`src/mtao_ram.sv`:
```
// Generic single-clock RAM: one write port, one read port, registered read.
// No dependencies.
`timescale 1ns / 1ps

module mtao_ram #(
  parameter int unsigned WIDTH = 8,
  parameter int unsigned DEPTH = 256
) (
  input  logic                     clk_i,
  input  logic                     we_i,
  input  logic [$clog2(DEPTH)-1:0] waddr_i,
  input  logic [WIDTH-1:0]         wdata_i,
  input  logic                     re_i,
  input  logic [$clog2(DEPTH)-1:0] raddr_i,
  output logic [WIDTH-1:0]         rdata_o
);

  logic [WIDTH-1:0] mem_q [DEPTH];
  logic [WIDTH-1:0] rdata_q;

  always_ff @(posedge clk_i) begin
    if (we_i) begin
      mem_q[waddr_i] <= wdata_i;
    end
    // Hold the last read word while no read is issued
    if (re_i) begin
      rdata_q <= mem_q[raddr_i];
    end
  end

  assign rdata_o = rdata_q;

endmodule

```
`config.mk`:
```
export PLATFORM = sky130hd
export DESIGN_NAME = mtao_ram
export DESIGN_NICKNAME = d
export VERILOG_FILES = /design/src/mtao_ram.sv
export SDC_FILE = /design/constraint.sdc
export NUM_CORES = 2
export LEC_CHECK = 0
export BUFFER_PORTS_ARGS = -buffer_cell sky130_fd_sc_hd__buf_2
export CELL_PAD_IN_SITES_DETAIL_PLACEMENT = 1
export CELL_PAD_IN_SITES_GLOBAL_PLACEMENT = 1
export CORE_MARGIN = 4
export CORE_UTILIZATION = 39
export DETAILED_ROUTE_END_ITERATION = 8
export GPL_TIMING_DRIVEN = 0
export PLACE_DENSITY = 0.64
export SETUP_SLACK_MARGIN = 0.02
export SKIP_CTS_REPAIR_TIMING = 1
export SYNTH_ARGS = -nofsm -noshare
export SYNTH_HDL_FRONTEND = slang
export SYNTH_SLANG_ARGS = --single-unit
```
`constraint.sdc`:
```
create_clock -name clk_i -period 4.7 [get_ports clk_i]
set_clock_uncertainty 0.1 [all_clocks]
set_input_delay 0.47 -clock clk_i [delete_from_list [all_inputs] [get_ports clk_i]]
set_output_delay 0.47 -clock clk_i [all_outputs]
set_load 0.01 [all_outputs]
```
==> reports/results.tsv <==
stage	metric	value	unit
cells_and_area	# fillers	18651	
drt	Final ANT Viol Nets	0	
status	status	finished, violations left	
clock_network	CTS Buffer Depth	3	
global_routing	first-pass GRT wire length	355300	um
clock_network	clk_lat worst skew	0.88	ns
logic_synthesis	Seq/Total Area, Yosys	77.53	%
place	Place WS	-1.281	ns
flow_run	Max Cap Viol	1	
drt	WL/cell	37.97	um
sta	Final Hold Viols	0	
sta	Max Slew Vio Count	11	
clock_network	clk root buf	clkbuf_16	
logic_synthesis	Synth Area in Compound Gates	3.416	%
hold_path	Min-Delay Endpoint	mem_q[81][7]	
cells_and_area	P&R area growth vs syn	13.56	%
global_routing	pin count of the biggest net entering global routing	152	
floorplan	starting density of the core	39.28	%
logic_synthesis	Post-Syn Instances	3733	
logic_synthesis	syn_nets	3760	
setup_path	register-to-register setup slack	0.87	ns
clock_network	TritonCTS Buffers	209	
setup_path	crit start category	primary input	
floorplan	die area	0.2115	mm2
sta	unrepaired setup endpoints after global routing	true	
setup_path	CP Data Required Time	5.09	ns
clock_network	TritonCTS clock tree	yes	
sta	slew at the pin closest to its max-slew limit	1.612	ns
cells_and_area	most frequent cells in the layout	2056 x edfxtp_1, 454 x mux4_2, 282 x nor2_1	
logic_synthesis	Post-Synth XOR/XNOR Area	0	%
setup_path	Crit Path Class	primary input to flip-flop	
place	gpl congestion	1.035	
floorplan	core area	0.2027	mm2
setup_path	Critical Path AT	5.37	ns
power_and_ir_drop	maximum VDD drop	0.2962	mV
cells_and_area	share of layout cells above drive strength 1	22.12	%
hold_path	hold path cells	1	
drt	Total Wirelength	259600	um
logic_synthesis	asr flop ratio synth	0	%
logic_synthesis	YS warnings	0	
clock_network	H-tree Lvls	4	
sta	post-route setup slack	-0.2828	ns
clock_network	CTS sink cnt	2056	
hold_path	hold_sp	wdata_i[7]	
place	IO buf count	27	
drt	Via density	6.111	
power_and_ir_drop	Leak	27.61	nW
drt	Via Count	41783	
status	failing checks	capacitance limit, slew limit, setup timing	
sta	Final min period	4.983	ns
cells_and_area	most common cell after layout, fill and taps aside	edfxtp_1	
power_and_ir_drop	Power Density	431.2	mW/mm2
logic_synthesis	syn avg cell area	21.33	um2
global_routing	number of global-route vias before repair	42450	
logic_synthesis	Post-Synth Adder-Cell Area	0	%
logic_synthesis	Post-synth top flop	edfxtp_1	
floorplan	row count	165	
sta	period utilisation layout	106.0	%
global_routing	initial antenna violation count	22	
floorplan	chip height	459.9	um
logic_synthesis	number of synthesized register bits	2056	
sta	relative slew slack	-7.466	%
drt	DR pass1 iterations	6	
sta	fmax	200.7	MHz
setup_path	r2r worst-path depth	6	
setup_path	reg2reg end	rdata_o[5]	
logic_synthesis	Post-Synth Simple-Gate Area	2.625	%
logic_synthesis	number of synthesized flops with an enable pin	2056	
setup_path	Worst Path Max Fanout	10	
setup_path	crit-path cells	buf_2 > clkbuf_1 > clkdlybuf4s15_1 > a21oi_1 > o32ai_1 > nor3_1 > nor4_1	
setup_path	Reg-to-Reg Start	mem_q[24][5]	
place	dpl hpwl	171000	um
sta	Final TNS setup	-0.4621	ns
sta	Final Setup Violations	3	
clock_network	Clock transition at path regs	0.06	ns
hold_path	Hold WC Path Type	primary input to flip-flop	
global_routing	Global Route Usage Sum	24.50	%
global_routing	grt total ovfl	0	
power_and_ir_drop	Design Power	0.03900	W
setup_path	CP peak stage delay	1.16	ns
floorplan	Die X-Extent	459.9	um
logic_synthesis	post-synthesis mux area share	14.60	%
cells_and_area	final net count	4018	
drt	DRC Markers	0	
logic_synthesis	largest family of logic cells by synthesized area	multiplexers	
setup_path	crit end category	flip-flop	
drt	Iteration-0 DRC Markers	6213	
logic_synthesis	post-synth cell types	54	
floorplan	top-level I/O count	35	
logic_synthesis	cell area after synthesis	0.07964	mm2
setup_path	CP max stage cell	clkdlybuf4s15_1	
-- how the worst max path moves through the flow --
stage	start	end	slack (ns)	cells past startpoint
after floorplan	raddr_i[0]	rdata_o[2]	2.05	9
after global placement	raddr_i[4]	rdata_o[4]	-1.36	9
after detailed placement	raddr_i[3]	rdata_o[3]	-1.28	7
after CTS	raddr_i[3]	rdata_o[3]	-0.33	7
after global routing	raddr_i[2]	rdata_o[5]	-0.04	9
final	raddr_i[3]	rdata_o[5]	-0.28	7
-- routing by layer --
metal / vias to the layer above / share of wire (%) / track usage (%)
li1: 16231 / - / -
met1: 22686 / 38 / 32.96
met2: 2384 / 47 / 38.23
met3: 472 / 9.8 / 5.732
met4: 10 / 5.0 / 10.81
met5: - / 0.086 / 0.5741
-- stage by stage --
| step | util [%] | cell area [um2] | hold WS (ns) | instances |
|---|---|---|---|---|
| after floorplan | - | 79640 | 0.4689 | 3733 |
| after global placement | 41.00 | 83110 | 0.7872 | 6432 |
| after detailed placement | 41.23 | 83600 | 0.7824 | 6448 |
| after CTS | 44.56 | 90340 | -0.1273 | 6822 |
| after global routing | 44.60 | 90420 | 0.04376 | 6831 |
| final | 44.61 | 90440 | 0.03415 | 6837 |
-- cells in the mapped netlist, drive strengths merged (4+ instances only) --
cell	count	area share, %
o22ai	28	0.22
o22a	5	0.055
nand3	34	0.21
o221ai	47	0.52
edfxtp	2056	78
a211oi	16	0.15
a2111oi	5	0.066
nand2	33	0.16
nand2b	8	0.063
mux4	456	13
a21oi	96	0.60
buf	122	1.3
o211ai	10	0.094
nor4	27	0.24
nand4	10	0.079
nor2b	31	0.24
o21ai	12	0.075
o32ai	5	0.064
mux2i	134	1.7
nor3	22	0.14
nor2	282	1.3
and2	6	0.047
or2	4	0.031
clkbuf	111	0.52
a22oi	133	1.3
a22o	8	0.088
a221oi	14	0.16
-- where the power goes --
part / total, W / internal (W) / leakage (nW) / switching, W
Combinational: 0.00223 / 0.000655 / 5.87 / 0.00157
Clock: 0.0165 / 0.00930 / 3.25 / 0.00724
Sequential: 0.0202 / 0.0202 / 18.5 / 0.0000115
Total: 0.0390 / 0.0302 / 27.6 / 0.00882
-- critical path, delay by kind of cell --
kind	cells	cell delay [ns]
buffers and inverters	3	2.17
AND/OR/NAND/NOR	2	1.32
AO/OA/AOI/OAI	2	1.38
-- registers in the layout, summed over array words and instances (netlist names) --
signal   count
mem_q     2048
rdata_o      8
-- layout make-up --
class / instances / area [um2] / area share, %
Tap cell: 2672 / 3343 / 3.697
Multi-Input combinational cell: 1442 / 16490 / 18.23
Timing Repair Buffer: 47 / 609.3 / 0.6738
Inverter: 2 / 7.507 / 0.008301
Sequential cell: 2056 / 61740 / 68.27
Buffer: 233 / 1483 / 1.639
Clock buffer: 256 / 5406 / 5.978
Clock inverter: 118 / 1334 / 1.475
Antenna cell: 11 / 27.53 / 0.03044
-- cells by family (layout without fill, tap and decap cells) --
group | Yosys count | count (layout)
other | 0 | 11
buffers and inverters | 235 | 656
AOI/OAI and AO/OA | 385 | 385
DFF | 2056 | 2056
and+or+nand+nor | 466 | 466
muxes | 591 | 591
Power figures use the tool's default switching activity.
